**src/hw/rtl/slr_pkg.sv**
```systemverilog
// ============================================================================
// slr_pkg
// Shared widths, limits and controller/datapath command types for the
// stereo linear resampler.
// ============================================================================
package slr_pkg;

    localparam int SAMPLE_W          = 16;
    localparam int STEP_W            = 19;
    localparam int PHASE_W           = 19;
    localparam int MAX_OUT           = 8;
    localparam int CNT_W             = $clog2(MAX_OUT + 1);
    localparam int FRAC_BITS_DEFAULT = 16;

    // Commands from the controller to the datapath.
    typedef struct packed {
        logic load_first;  // store the very first frame, no output
        logic skip;        // decimate: store frame, drop 1.0 from the phase
        logic start;       // capture current frame and the channel deltas
        logic mul;         // form products, advance the phase by the step
        logic emit;        // load the output register
        logic last;        // this emit ends the run: commit frame and phase
    } t_cmd;

    // Status from the datapath to the controller.
    typedef struct packed {
        logic phase_ge_one;
        logic out_busy;
    } t_status;

endpackage

```
**src/hw/rtl/slr_in_if.sv**
```systemverilog
// ============================================================================
// slr_in_if
// Input channel: one native stereo frame per item.
// ============================================================================
interface slr_in_if;
    logic               valid;
    logic               ready;
    logic signed [15:0] left_in;
    logic signed [15:0] right_in;

    modport source (output valid, output left_in, output right_in, input ready);
    modport sink   (input valid, input left_in, input right_in, output ready);
endinterface

```
**src/hw/rtl/slr_out_if.sv**
```systemverilog
// ============================================================================
// slr_out_if
// Output channel: one interpolated stereo frame per item.
// ============================================================================
interface slr_out_if;
    logic               valid;
    logic               ready;
    logic signed [15:0] left_out;
    logic signed [15:0] right_out;
    logic               last_of_run;

    modport source (output valid, output left_out, output right_out,
                    output last_of_run, input ready);
    modport sink   (input valid, input left_out, input right_out,
                    input last_of_run, output ready);
endinterface

```
**src/hw/rtl/slr_cfg_if.sv**
```systemverilog
// ============================================================================
// slr_cfg_if
// Configuration write channel carrying the step ratio.
// ============================================================================
interface slr_cfg_if;
    logic        valid;
    logic        ready;
    logic [18:0] data;

    modport source (output valid, output data, input ready);
    modport sink   (input valid, input data, output ready);
endinterface

```
**src/hw/rtl/slr_ctrl.sv**
```systemverilog
// ============================================================================
// slr_ctrl
// Sequencer: accepts frames, runs the multiply/emit loop for each output and
// tracks the output count and whether a previous frame is held.
// ============================================================================
module slr_ctrl
    import slr_pkg::*;
(
    input  logic    i_clk,
    input  logic    i_rst_n,
    input  logic    i_in_valid,
    output logic    o_in_ready,
    input  t_status i_status,
    output t_cmd    o_cmd
);

    typedef enum logic [1:0] {
        S_IDLE,
        S_MUL,
        S_EMIT
    } t_state;

    t_state           r_state, n_state;
    logic             r_have_prev, n_have_prev;
    logic [CNT_W-1:0] r_cnt, n_cnt;
    logic             w_accept;

    assign o_in_ready = (r_state == S_IDLE);
    assign w_accept   = i_in_valid && o_in_ready;

    always_comb begin
        n_state     = r_state;
        n_have_prev = r_have_prev;
        n_cnt       = r_cnt;
        o_cmd       = '0;
        unique case (r_state)
            S_IDLE: begin
                if (w_accept) begin
                    if (!r_have_prev) begin
                        o_cmd.load_first = 1'b1;
                        n_have_prev      = 1'b1;
                    end else if (i_status.phase_ge_one) begin
                        o_cmd.skip = 1'b1;
                    end else begin
                        o_cmd.start = 1'b1;
                        n_cnt       = '0;
                        n_state     = S_MUL;
                    end
                end
            end
            S_MUL: begin
                o_cmd.mul = 1'b1;
                n_cnt     = r_cnt + CNT_W'(1);
                n_state   = S_EMIT;
            end
            S_EMIT: begin
                if (!i_status.out_busy) begin
                    o_cmd.emit = 1'b1;
                    // The run ends when the phase reaches 1.0 or the cap is hit.
                    o_cmd.last = i_status.phase_ge_one || (r_cnt == CNT_W'(MAX_OUT));
                    n_state    = o_cmd.last ? S_IDLE : S_MUL;
                end
            end
            default: begin
                n_state = S_IDLE;
            end
        endcase
    end

    always_ff @(posedge i_clk) begin
        if (!i_rst_n) begin
            r_state     <= S_IDLE;
            r_have_prev <= 1'b0;
            r_cnt       <= '0;
        end else begin
            r_state     <= n_state;
            r_have_prev <= n_have_prev;
            r_cnt       <= n_cnt;
        end
    end

endmodule

```
**src/hw/rtl/slr_datapath.sv**
```systemverilog
// ============================================================================
// slr_datapath
// Frame registers, read phase, interpolation multipliers and the output
// register of the stereo linear resampler.
// ============================================================================
module slr_datapath
    import slr_pkg::*;
#(
    parameter int FRAC_BITS = FRAC_BITS_DEFAULT
) (
    input  logic                       i_clk,
    input  logic                       i_rst_n,
    input  t_cmd                       i_cmd,
    output t_status                    o_status,
    input  logic signed [SAMPLE_W-1:0] i_left,
    input  logic signed [SAMPLE_W-1:0] i_right,
    input  logic                       i_cfg_valid,
    input  logic [STEP_W-1:0]          i_cfg_data,
    output logic                       o_out_valid,
    input  logic                       i_out_ready,
    output logic signed [SAMPLE_W-1:0] o_left,
    output logic signed [SAMPLE_W-1:0] o_right,
    output logic                       o_last
);

    // Running phase must hold a value below 1.0 plus the largest step.
    localparam int MAXW = (STEP_W > FRAC_BITS) ? STEP_W : FRAC_BITS;
    localparam int PW   = MAXW + 1;
    localparam int DW   = SAMPLE_W + 1;
    localparam int PRW  = DW + FRAC_BITS + 1;
    localparam int SW   = SAMPLE_W + 2;

    localparam logic [PW-1:0]     One       = {{(PW-1){1'b0}}, 1'b1} << FRAC_BITS;
    localparam logic [STEP_W-1:0] StepReset = STEP_W'(64'd1 << FRAC_BITS);

    logic [STEP_W-1:0]          r_step;
    logic [PW-1:0]              r_phase;
    logic signed [SAMPLE_W-1:0] r_prev_l, r_prev_r, r_cur_l, r_cur_r;
    logic signed [DW-1:0]       r_diff_l, r_diff_r;
    logic signed [PRW-1:0]      r_prod_l, r_prod_r;
    logic                       r_out_valid;
    logic signed [SAMPLE_W-1:0] r_out_l, r_out_r;
    logic                       r_out_last;

    logic                       w_ge_one;
    logic [PW-1:0]              w_sub, w_fin;
    logic signed [FRAC_BITS:0]  w_frac;
    logic signed [PRW-1:0]      w_prod_l, w_prod_r, w_t_l, w_t_r;
    logic signed [SW-1:0]       w_sum_l, w_sum_r;

    assign w_ge_one = (r_phase >= One);
    assign w_sub    = r_phase - One;
    // Below 1.0 (only when the output cap stops the run) the phase restarts at zero.
    assign w_fin    = w_ge_one ? PW'(w_sub[PHASE_W-1:0]) : '0;

    assign w_frac   = $signed({1'b0, r_phase[FRAC_BITS-1:0]});
    assign w_prod_l = r_diff_l * w_frac;
    assign w_prod_r = r_diff_r * w_frac;

    // The arithmetic shift floors, so the result always lies between prev and cur.
    assign w_t_l   = r_prod_l >>> FRAC_BITS;
    assign w_t_r   = r_prod_r >>> FRAC_BITS;
    assign w_sum_l = SW'(r_prev_l) + w_t_l[SW-1:0];
    assign w_sum_r = SW'(r_prev_r) + w_t_r[SW-1:0];

    assign o_status.phase_ge_one = w_ge_one;
    assign o_status.out_busy     = r_out_valid && !i_out_ready;

    always_ff @(posedge i_clk) begin
        if (!i_rst_n) begin
            r_step      <= StepReset;
            r_phase     <= '0;
            r_prev_l    <= '0;
            r_prev_r    <= '0;
            r_out_valid <= 1'b0;
        end else begin
            if (i_cfg_valid) begin
                r_step <= i_cfg_data;
            end
            if (i_cmd.load_first) begin
                r_prev_l <= i_left;
                r_prev_r <= i_right;
            end
            if (i_cmd.skip) begin
                r_prev_l <= i_left;
                r_prev_r <= i_right;
                r_phase  <= w_fin;
            end
            if (i_cmd.mul) begin
                r_phase <= r_phase + PW'(r_step);
            end
            if (i_cmd.emit && i_cmd.last) begin
                r_prev_l <= r_cur_l;
                r_prev_r <= r_cur_r;
                r_phase  <= w_fin;
            end
            if (i_cmd.emit) begin
                r_out_valid <= 1'b1;
            end else if (i_out_ready) begin
                r_out_valid <= 1'b0;
            end
        end
    end

    always_ff @(posedge i_clk) begin
        if (i_cmd.start) begin
            r_cur_l  <= i_left;
            r_cur_r  <= i_right;
            r_diff_l <= DW'(i_left) - DW'(r_prev_l);
            r_diff_r <= DW'(i_right) - DW'(r_prev_r);
        end
        if (i_cmd.mul) begin
            r_prod_l <= w_prod_l;
            r_prod_r <= w_prod_r;
        end
        if (i_cmd.emit) begin
            r_out_l    <= w_sum_l[SAMPLE_W-1:0];
            r_out_r    <= w_sum_r[SAMPLE_W-1:0];
            r_out_last <= i_cmd.last;
        end
    end

    assign o_out_valid = r_out_valid;
    assign o_left      = r_out_l;
    assign o_right     = r_out_r;
    assign o_last      = r_out_last;

endmodule

```
**src/hw/rtl/stereo_linear_resampler_core.sv**
```systemverilog
// ============================================================================
// stereo_linear_resampler_core
// Stereo linear-interpolation sample rate converter.
//
// i_in takes one native stereo frame per item; o_out delivers interpolated
// frames, with last_of_run marking the final one caused by an input frame.
// i_cfg writes the Q(FRAC_BITS) step ratio (native rate / output rate); it is
// always ready; the user must write it only while the block is idle, which
// the block itself does not enforce. Each output an input frame causes passes
// the shared multiply/emit loop (a multiply step, then an emit step), so a
// frame with N outputs (N up to 8) occupies the block for its accept plus N
// such passes. Frames that cause no output never enter the loop.
// The next frame is accepted once the last output of the previous one has
// entered the output register, even if that output is not yet taken.
// A stalled receiver holds the loop at its emit step; nothing is lost.
// Reset clears the held frame and phase and sets the step to 1.0; the first
// frame after reset is only stored and produces no output.
// ============================================================================
module stereo_linear_resampler_core
    import slr_pkg::*;
#(
    parameter int FRAC_BITS = FRAC_BITS_DEFAULT
) (
    input  logic    i_clk,
    input  logic    i_rst_n,
    slr_in_if.sink  i_in,
    slr_out_if.source o_out,
    slr_cfg_if.sink i_cfg
);

    t_cmd    w_cmd;
    t_status w_status;
    logic    w_in_ready;

    assign i_in.ready  = w_in_ready;
    assign i_cfg.ready = 1'b1;

    slr_ctrl u_ctrl (
        .i_clk      (i_clk),
        .i_rst_n    (i_rst_n),
        .i_in_valid (i_in.valid),
        .o_in_ready (w_in_ready),
        .i_status   (w_status),
        .o_cmd      (w_cmd)
    );

    slr_datapath #(
        .FRAC_BITS (FRAC_BITS)
    ) u_datapath (
        .i_clk       (i_clk),
        .i_rst_n     (i_rst_n),
        .i_cmd       (w_cmd),
        .o_status    (w_status),
        .i_left      (i_in.left_in),
        .i_right     (i_in.right_in),
        .i_cfg_valid (i_cfg.valid),
        .i_cfg_data  (i_cfg.data),
        .o_out_valid (o_out.valid),
        .i_out_ready (o_out.ready),
        .o_left      (o_out.left_out),
        .o_right     (o_out.right_out),
        .o_last      (o_out.last_of_run)
    );

endmodule
```
**src/flat_wrapper.sv**
```systemverilog
// flat-port wrapper written by rule: the top's interface ports become plain ports
module stereo_linear_resampler_core_flat import slr_pkg::*;
#(
    parameter int FRAC_BITS = FRAC_BITS_DEFAULT
)
  (i_clk, i_rst_n, i_in_valid, i_in_left_in, i_in_right_in, i_in_ready, o_out_valid, o_out_left_out, o_out_right_out, o_out_last_of_run, o_out_ready, i_cfg_valid, i_cfg_data, i_cfg_ready);
  slr_in_if i_in_i ();
  slr_out_if o_out_i ();
  slr_cfg_if i_cfg_i ();
  input  logic i_clk;
  input  logic i_rst_n;
  input wire logic [$bits(i_in_i.valid)-1:0] i_in_valid;
  input wire logic [$bits(i_in_i.left_in)-1:0] i_in_left_in;
  input wire logic [$bits(i_in_i.right_in)-1:0] i_in_right_in;
  output wire logic [$bits(i_in_i.ready)-1:0] i_in_ready;
  output wire logic [$bits(o_out_i.valid)-1:0] o_out_valid;
  output wire logic [$bits(o_out_i.left_out)-1:0] o_out_left_out;
  output wire logic [$bits(o_out_i.right_out)-1:0] o_out_right_out;
  output wire logic [$bits(o_out_i.last_of_run)-1:0] o_out_last_of_run;
  input wire logic [$bits(o_out_i.ready)-1:0] o_out_ready;
  input wire logic [$bits(i_cfg_i.valid)-1:0] i_cfg_valid;
  input wire logic [$bits(i_cfg_i.data)-1:0] i_cfg_data;
  output wire logic [$bits(i_cfg_i.ready)-1:0] i_cfg_ready;
  assign i_in_i.valid = i_in_valid;
  assign i_in_i.left_in = i_in_left_in;
  assign i_in_i.right_in = i_in_right_in;
  assign i_in_ready = i_in_i.ready;
  assign o_out_valid = o_out_i.valid;
  assign o_out_left_out = o_out_i.left_out;
  assign o_out_right_out = o_out_i.right_out;
  assign o_out_last_of_run = o_out_i.last_of_run;
  assign o_out_i.ready = o_out_ready;
  assign i_cfg_i.valid = i_cfg_valid;
  assign i_cfg_i.data = i_cfg_data;
  assign i_cfg_ready = i_cfg_i.ready;
  stereo_linear_resampler_core #(.FRAC_BITS(FRAC_BITS)) u_core (.i_clk(i_clk), .i_rst_n(i_rst_n), .i_in(i_in_i), .o_out(o_out_i), .i_cfg(i_cfg_i));
endmodule
```
**config.mk**
```make
export PLATFORM = sky130hd
export DESIGN_NAME = stereo_linear_resampler_core_flat
export DESIGN_NICKNAME = d
export VERILOG_FILES = /design/src/hw/rtl/slr_pkg.sv /design/src/hw/rtl/slr_in_if.sv /design/src/hw/rtl/slr_out_if.sv /design/src/hw/rtl/slr_cfg_if.sv /design/src/hw/rtl/slr_ctrl.sv /design/src/hw/rtl/slr_datapath.sv /design/src/hw/rtl/stereo_linear_resampler_core.sv /design/src/flat_wrapper.sv
export SDC_FILE = /design/constraint.sdc
export NUM_CORES = 2
export LEC_CHECK = 0
export ABC_CLOCK_PERIOD_IN_PS = 13200
export BUFFER_PORTS_ARGS = -buffer_cell sky130_fd_sc_hd__buf_4
export CAP_MARGIN = 30
export CORE_MARGIN = 2
export CORE_UTILIZATION = 36
export CTS_BUF_LIST = sky130_fd_sc_hd__clkbuf_2 sky130_fd_sc_hd__clkbuf_4 sky130_fd_sc_hd__clkbuf_8
export DETAILED_ROUTE_END_ITERATION = 16
export GPL_ROUTABILITY_DRIVEN = 0
export MAX_ROUTING_LAYER = met4
export SLEW_MARGIN = 10
export SYNTH_ARGS = -nofsm -noshare
export SYNTH_HDL_FRONTEND = slang
export SYNTH_SLANG_ARGS = --single-unit
```
**constraint.sdc**
```tcl
create_clock -name i_clk -period 13.2 [get_ports i_clk]
set_input_delay 2.64 -clock i_clk [delete_from_list [all_inputs] [get_ports i_clk]]
set_output_delay 2.64 -clock i_clk [all_outputs]
set_load 0.005 [all_outputs]
```
# Word level (Yosys, flattened, before mapping)
# Index checks and enable logic that the tools add are counted.
# totals
word_cells,78
inputBits,56
register_bits,242
out_inout_bits,36
# classes
n_lt_le_gt_ge,1
eq_ne,7
n_mul,2
add_sub_neg,7
n_reduce_logical,13
n_mux,31
# ops
cell,n
$mux W16,6
$mul A17 B17 Y32,2
$mux W20,3
$sub A16 B16 Y17,2
$add A16 B16 Y16,2
$add A20 B19 Y20,1
$ge A20 B17 Y1 const B,1
$mux W19,1
$sub A19 B17 Y19 const B,1
$mux W2,7
$mux W4,3
$pmux W4 S2,1
$reduce_and A4 Y1,2
$mux W1,7
$mux W3,2
$pmux W2 S3,1
$reduce_bool A3 Y1,2
$add A4 B1 Y4 const B,1
$eq A4 B4 Y1 const B,1
$ne A2 B1 Y1 const B,2
$ne A2 B2 Y1 const B,2
$reduce_bool A2 Y1,2
$logic_and A1 B1 Y1,3
$eq A2 B1 Y1 const B,1
5 further kinds,5

# Logic depth before layout (Yosys ltp)
# depth
word_depth,8
mapped_depth,25
ltp_nobuf,23

# Hierarchy
# Synthesis repeated with hierarchy kept, for this count alone.
# unflattened
hier_cells,3232
hier_area_um2,30479.2
# by_module_without_submodules
module,area_each_um2,cells_each,instances,seq_area_each_um2
slr_datapath,30038.8,3180,1,5375.2
slr_ctrl,429.2,50,1,140.1
stereo_linear_resampler_core,11.3,2,1,0.0

# Least setup slack after synthesis
# OpenSTA, ideal clock, no wires.
# synth_timing
kind,input port to flip-flop
start,input i_in_valid
end,register u_core.u_ctrl.r_cnt[2]
required_time_ns,13.077
n_path_buf,0
setup_time_ns,0.123
setup_slack_ns,2.899
arrival_time_ns,10.178
cell_stages,4
cell_sequence,nand2_1 nor4b_1 nand2b_1 nor2_1
# synth_via
elab_chain_len,3
# synth_rtl
item,line_no,text
"start, declared",flat_wrapper.sv:12,input wire logic [$bits(i_in_i.valid)-1:0] i_in_valid;
$logic_and A1 B1 Y1,slr_ctrl.sv:29,assign w_accept = i_in_valid && o_in_ready;
$ne A2 B1 Y1 (no source line),n/a,
$reduce_and A4 Y1 (no source line),n/a,
"end signal, assigned",slr_ctrl.sv:78,r_cnt <= n_cnt;
"end, declared",slr_ctrl.sv:25,"logic [CNT_W-1:0] r_cnt, n_cnt;"
# No other way between the ends.
# A chain may end at the register's enable or synchronous reset.

# Worst setup path after layout
# layout_timing
start,register u_core.u_datapath.r_phase[8]
end,"register u_core.u_datapath.r_prod_l[30], data pin"
# layout_via
elab_chain_len,1
# layout_rtl
item,line_no,text
"start, declared",slr_datapath.sv:37,logic [PW-1:0] r_phase;
"start signal, assigned",slr_datapath.sv:87,r_phase <= w_fin;
"start signal, assigned",slr_datapath.sv:90,r_phase <= r_phase + PW'(r_step);
"start signal, assigned",slr_datapath.sv:95,r_phase <= w_fin;
$mul A17 B17 Y32,slr_datapath.sv:57,assign w_prod_l = r_diff_l * w_frac;
via u_core.u_datapath.w_prod_l[30],slr_datapath.sv:48,"logic signed [PRW-1:0] w_prod_l, w_prod_r, w_t_l, w_t_r;"
"end signal, assigned",slr_datapath.sv:113,r_prod_l <= w_prod_l;
"end, declared",slr_datapath.sv:40,"logic signed [PRW-1:0] r_prod_l, r_prod_r;"
# The timed path passes the listed nets, and every way through them passes these cells.

==> summary.txt <==
Final worst slack - 6050 ps
Primary FF master, synth - edfxtp_1
Synth Instances - 3177
Layout area overhead - 8.83%
# clock sinks - 210
Critical Path Start Type - flop
Worst ir drop on vdd - 0.0000872 V
Leakage - 16.0 nW
Max cap viols - 0
First-pass GRT wire length - 120000 µm
Worst Path Max Fanout - 23
Crit path kind - reg -> reg
Hold Path End - u_core.u_datapath.r_step[16]$_SDFFE_PN1P_
Flop-to-flop setup slack - 6050 ps
Avg WL per Cell - 16.5 µm
Final period util - 54.2%
H-tree depth - 2
Hold_buf cts - 0
DR DRC count - 0
DIE HEIGHT - 293 µm
Arr. time, crit path - 7500 ps
Synth Area per Inst - 9.44 µm²
Cts repair resizes - 0
R2R depth - 22
TritonCTS clock tree - built
Fraction of layout cells with a size suffix above 1 - 6.47%
DRT iter0 DRCs - 927
Area occupied by multi-input gates - 0.0213 mm²
Status - finished clean
PwrDens - 73.0 mW/mm²
Synth warn - 0
Worst Hold Path Cells - 2
Slew @ Worst Pin - 944 ps
Mapped Area - 0.0300 mm²
DP HPWL - 53400 µm
Setup TNS - 0 ps
Final nets - 4049
Fin crit period - 7150 ps
Vias - 20800
EDFF count, synth - 131
Reg-to-Reg End - u_core.u_datapath.r_prod_l[30]$_DFFE_PP_
Crit-path cells - buf_4 -> nand2_1 -> fa_1 -> inv_1 -> fa_1 -> inv_1 -> fa_1 -> inv_1 -> fa_1 -> fa_1 -> inv_1 -> fa_1 -> inv_1 -> ha_1 -> a2111oi_0 -> nor2_1 -> or4_1 -> a31oi_1 -> a2111oi_0 -> o21a_1 -> nor2_1 -> xnor2_1
Clock transition at path regs - 70 ps
Setup violations, final - 0
Ys async rst share - 0%
Total GRT Usage - 18.2%
Grt ovf - 0
Largest delay share family, worst path - adder cells
Pre-CTS WS - 6060 ps
CP max-delay cell - dfxtp_1
Largest net degree at the start of global routing - 65
DRT Wirelength - 71300 µm
Crit-path most repeated cell - fa_1
DRT antenna net count - 0
Via density - 4.83
Effective utilization at floorplan - 36.5%
Netlist cell types - 70
Die area - 0.0856 mm²
Core area - 0.0822 mm²
RSZ-0062 raised after global routing - no
Final Hold Vio Count - 0
Layout Skew - 52.7 ps
Clk buf depth - 3
Finished Layout Cells - 4317
Antenna violations before repair - 2
Post-DP Area - 0.0317 mm²
CTS root buffer - clkbuf_8
Fin. max-slew vios - 0
Hold wc startpoint - u_core.u_datapath.r_step[16]$_SDFFE_PN1P_
Sequential Area - 0.00552 mm²
Vias in the first global route - 22600
Worst Hold Class - reg -> reg
First-pass DRT Iterations - 5
Max frequency - 140 MHz
CP endpoint kind - flop
WP data required - 13550 ps
Reg2Reg Launch Point - u_core.u_datapath.r_phase[8]$_SDFFE_PN0P_
Row cnt - 105
Fill count - 8300
Final core utilization - 39.7%
WP buf/inv - 6
Port Buffer Count - 90
Ports - 92
Rel. slew slack - 37.0%
Syn nets - 4013
Design area - 0.0326 mm²
Placed cells - 4240
Die width - 293 µm
Seq/Total Area, Yosys - 18.4%
CTS Buf Count - 41
Flops & latches, synth - 210
Biggest cell delay along the critical path - 750 ps
Worst-Skew Late Latency - 610 ps
Post-CTS setup buffer count - 0
[per-stage QoR]
step / total power [mW] / hold WS, ps
6_report: 2.38 / 506
5_1_grt: 2.55 / 537
4_1_cts: 2.42 / 510
3_5_place_dp: 1.68 / 494
3_3_place_gp: 1.67 / 491
2_1_floorplan: 1.43 / 447
[power breakdown]
part | total (mW) | internal, mW | switching (mW)
Sequential | 0.908 | 0.798 | 0.110
Combinational | 0.756 | 0.311 | 0.445
Clock | 0.718 | 0.402 | 0.317
Total | 2.38 | 1.51 | 0.871
[synthesized netlist by cell type (all sizes together) (37+ instances only)]
| cell type | number | share of area, % |
|---|---|---|
| o21ai | 51 | 0.85 |
| and2 | 252 | 5.3 |
| clkbuf | 118 | 1.5 |
| a311oi | 37 | 1.1 |
| nand2 | 400 | 5.0 |
| ha | 245 | 10 |
| a21oi | 62 | 1.0 |
| edfxtp | 131 | 13 |
| dfxtp | 79 | 5.3 |
| xnor2 | 93 | 2.7 |
| nor2 | 155 | 1.9 |
| inv | 722 | 9.0 |
| fa | 535 | 36 |
[cells in the final DEF (no fill, tap or decap), drive strengths merged, types with 51 or more instances in the layout]
cell / count
xnor2: 93
ha: 245
dfxtp: 79
buf: 117
nor2: 155
edfxtp: 131
clkbuf: 60
inv: 724
fa: 535
o21ai: 51
nand2: 400
and2: 252
a21oi: 62
[worst max path at each step]
stage	cells after the start	to	slack, ps	startpoint
2_1_floorplan	4	u_core.u_ctrl.r_cnt[2]$_SDFFE_PN0P_	2900	i_in_valid
3_3_place_gp	22	u_core.u_datapath.r_prod_l[30]$_DFFE_PP_	6110	u_core.u_datapath.r_phase[8]$_SDFFE_PN0P_
3_5_place_dp	22	u_core.u_datapath.r_prod_l[30]$_DFFE_PP_	6060	u_core.u_datapath.r_phase[8]$_SDFFE_PN0P_
4_1_cts	22	u_core.u_datapath.r_prod_l[30]$_DFFE_PP_	6040	u_core.u_datapath.r_phase[8]$_SDFFE_PN0P_
5_1_grt	23	u_core.u_datapath.r_prod_l[31]$_DFFE_PP_	5570	u_core.u_datapath.r_phase[8]$_SDFFE_PN0P_
6_report	22	u_core.u_datapath.r_prod_l[30]$_DFFE_PP_	6050	u_core.u_datapath.r_phase[8]$_SDFFE_PN0P_
[layer usage]
layer,up-vias,track usage (%),share of wire (%)
li1,9790,-,-
met1,10600,23.0,43
met2,375,31.1,50
met3,111,2.18,3.9
met4,0,4.40,2.3
met5,-,-,0
[cell families (layout without fill, tap and decap cells)]
logic type,count (synthesis),in the layout,synth area share [%]
other,1,2,0.0125
buffers and inverters,847,916,10.6
AOI/OAI and AO/OA,268,268,6.17
adders and majority gates,780,780,45.9
and+or+nand+nor,937,937,14.9
xor gates and xnor gates,113,113,3.30
DFF,210,210,18.4
muxes,21,21,0.705
[cell type report]
type	count	area share, %
multi-input cells	2120	65.3
repair buffers	117	2.69
flip-flops and latches	210	16.9
clock buffers	60	2.24
clock inverters	16	0.468
diodes	1	0.00767
well taps	1070	4.10
inverters	723	8.32
[worst min-delay path, stage by stage, from the launching register on]
cell and delay (ps):
dfxtp_1 350, mux2i_1 70, nand2_1 60
[flip-flops by register name, summed over array words and instances, names as in the netlist]
name and count:
u_core.u_datapath.o_last 1, u_core.u_ctrl.r_state 2, u_core.u_datapath.r_diff_r 17, u_core.u_datapath.o_left 16, u_core.u_datapath.r_prod_l 16, u_core.u_datapath.r_cur_l 16
u_core.u_datapath.r_diff_l 17, u_core.u_datapath.r_cur_r 16, u_core.u_datapath.o_right 16, u_core.u_ctrl.r_have_prev 1, u_core.u_datapath.o_out_valid 1, u_core.u_datapath.r_step 19
u_core.u_ctrl.r_cnt 4, u_core.u_datapath.r_prod_r 16, u_core.u_datapath.r_prev_r 16, u_core.u_datapath.r_prev_l 16, u_core.u_datapath.r_phase 20
No activity file was read; power rests on OpenSTA's default activity.
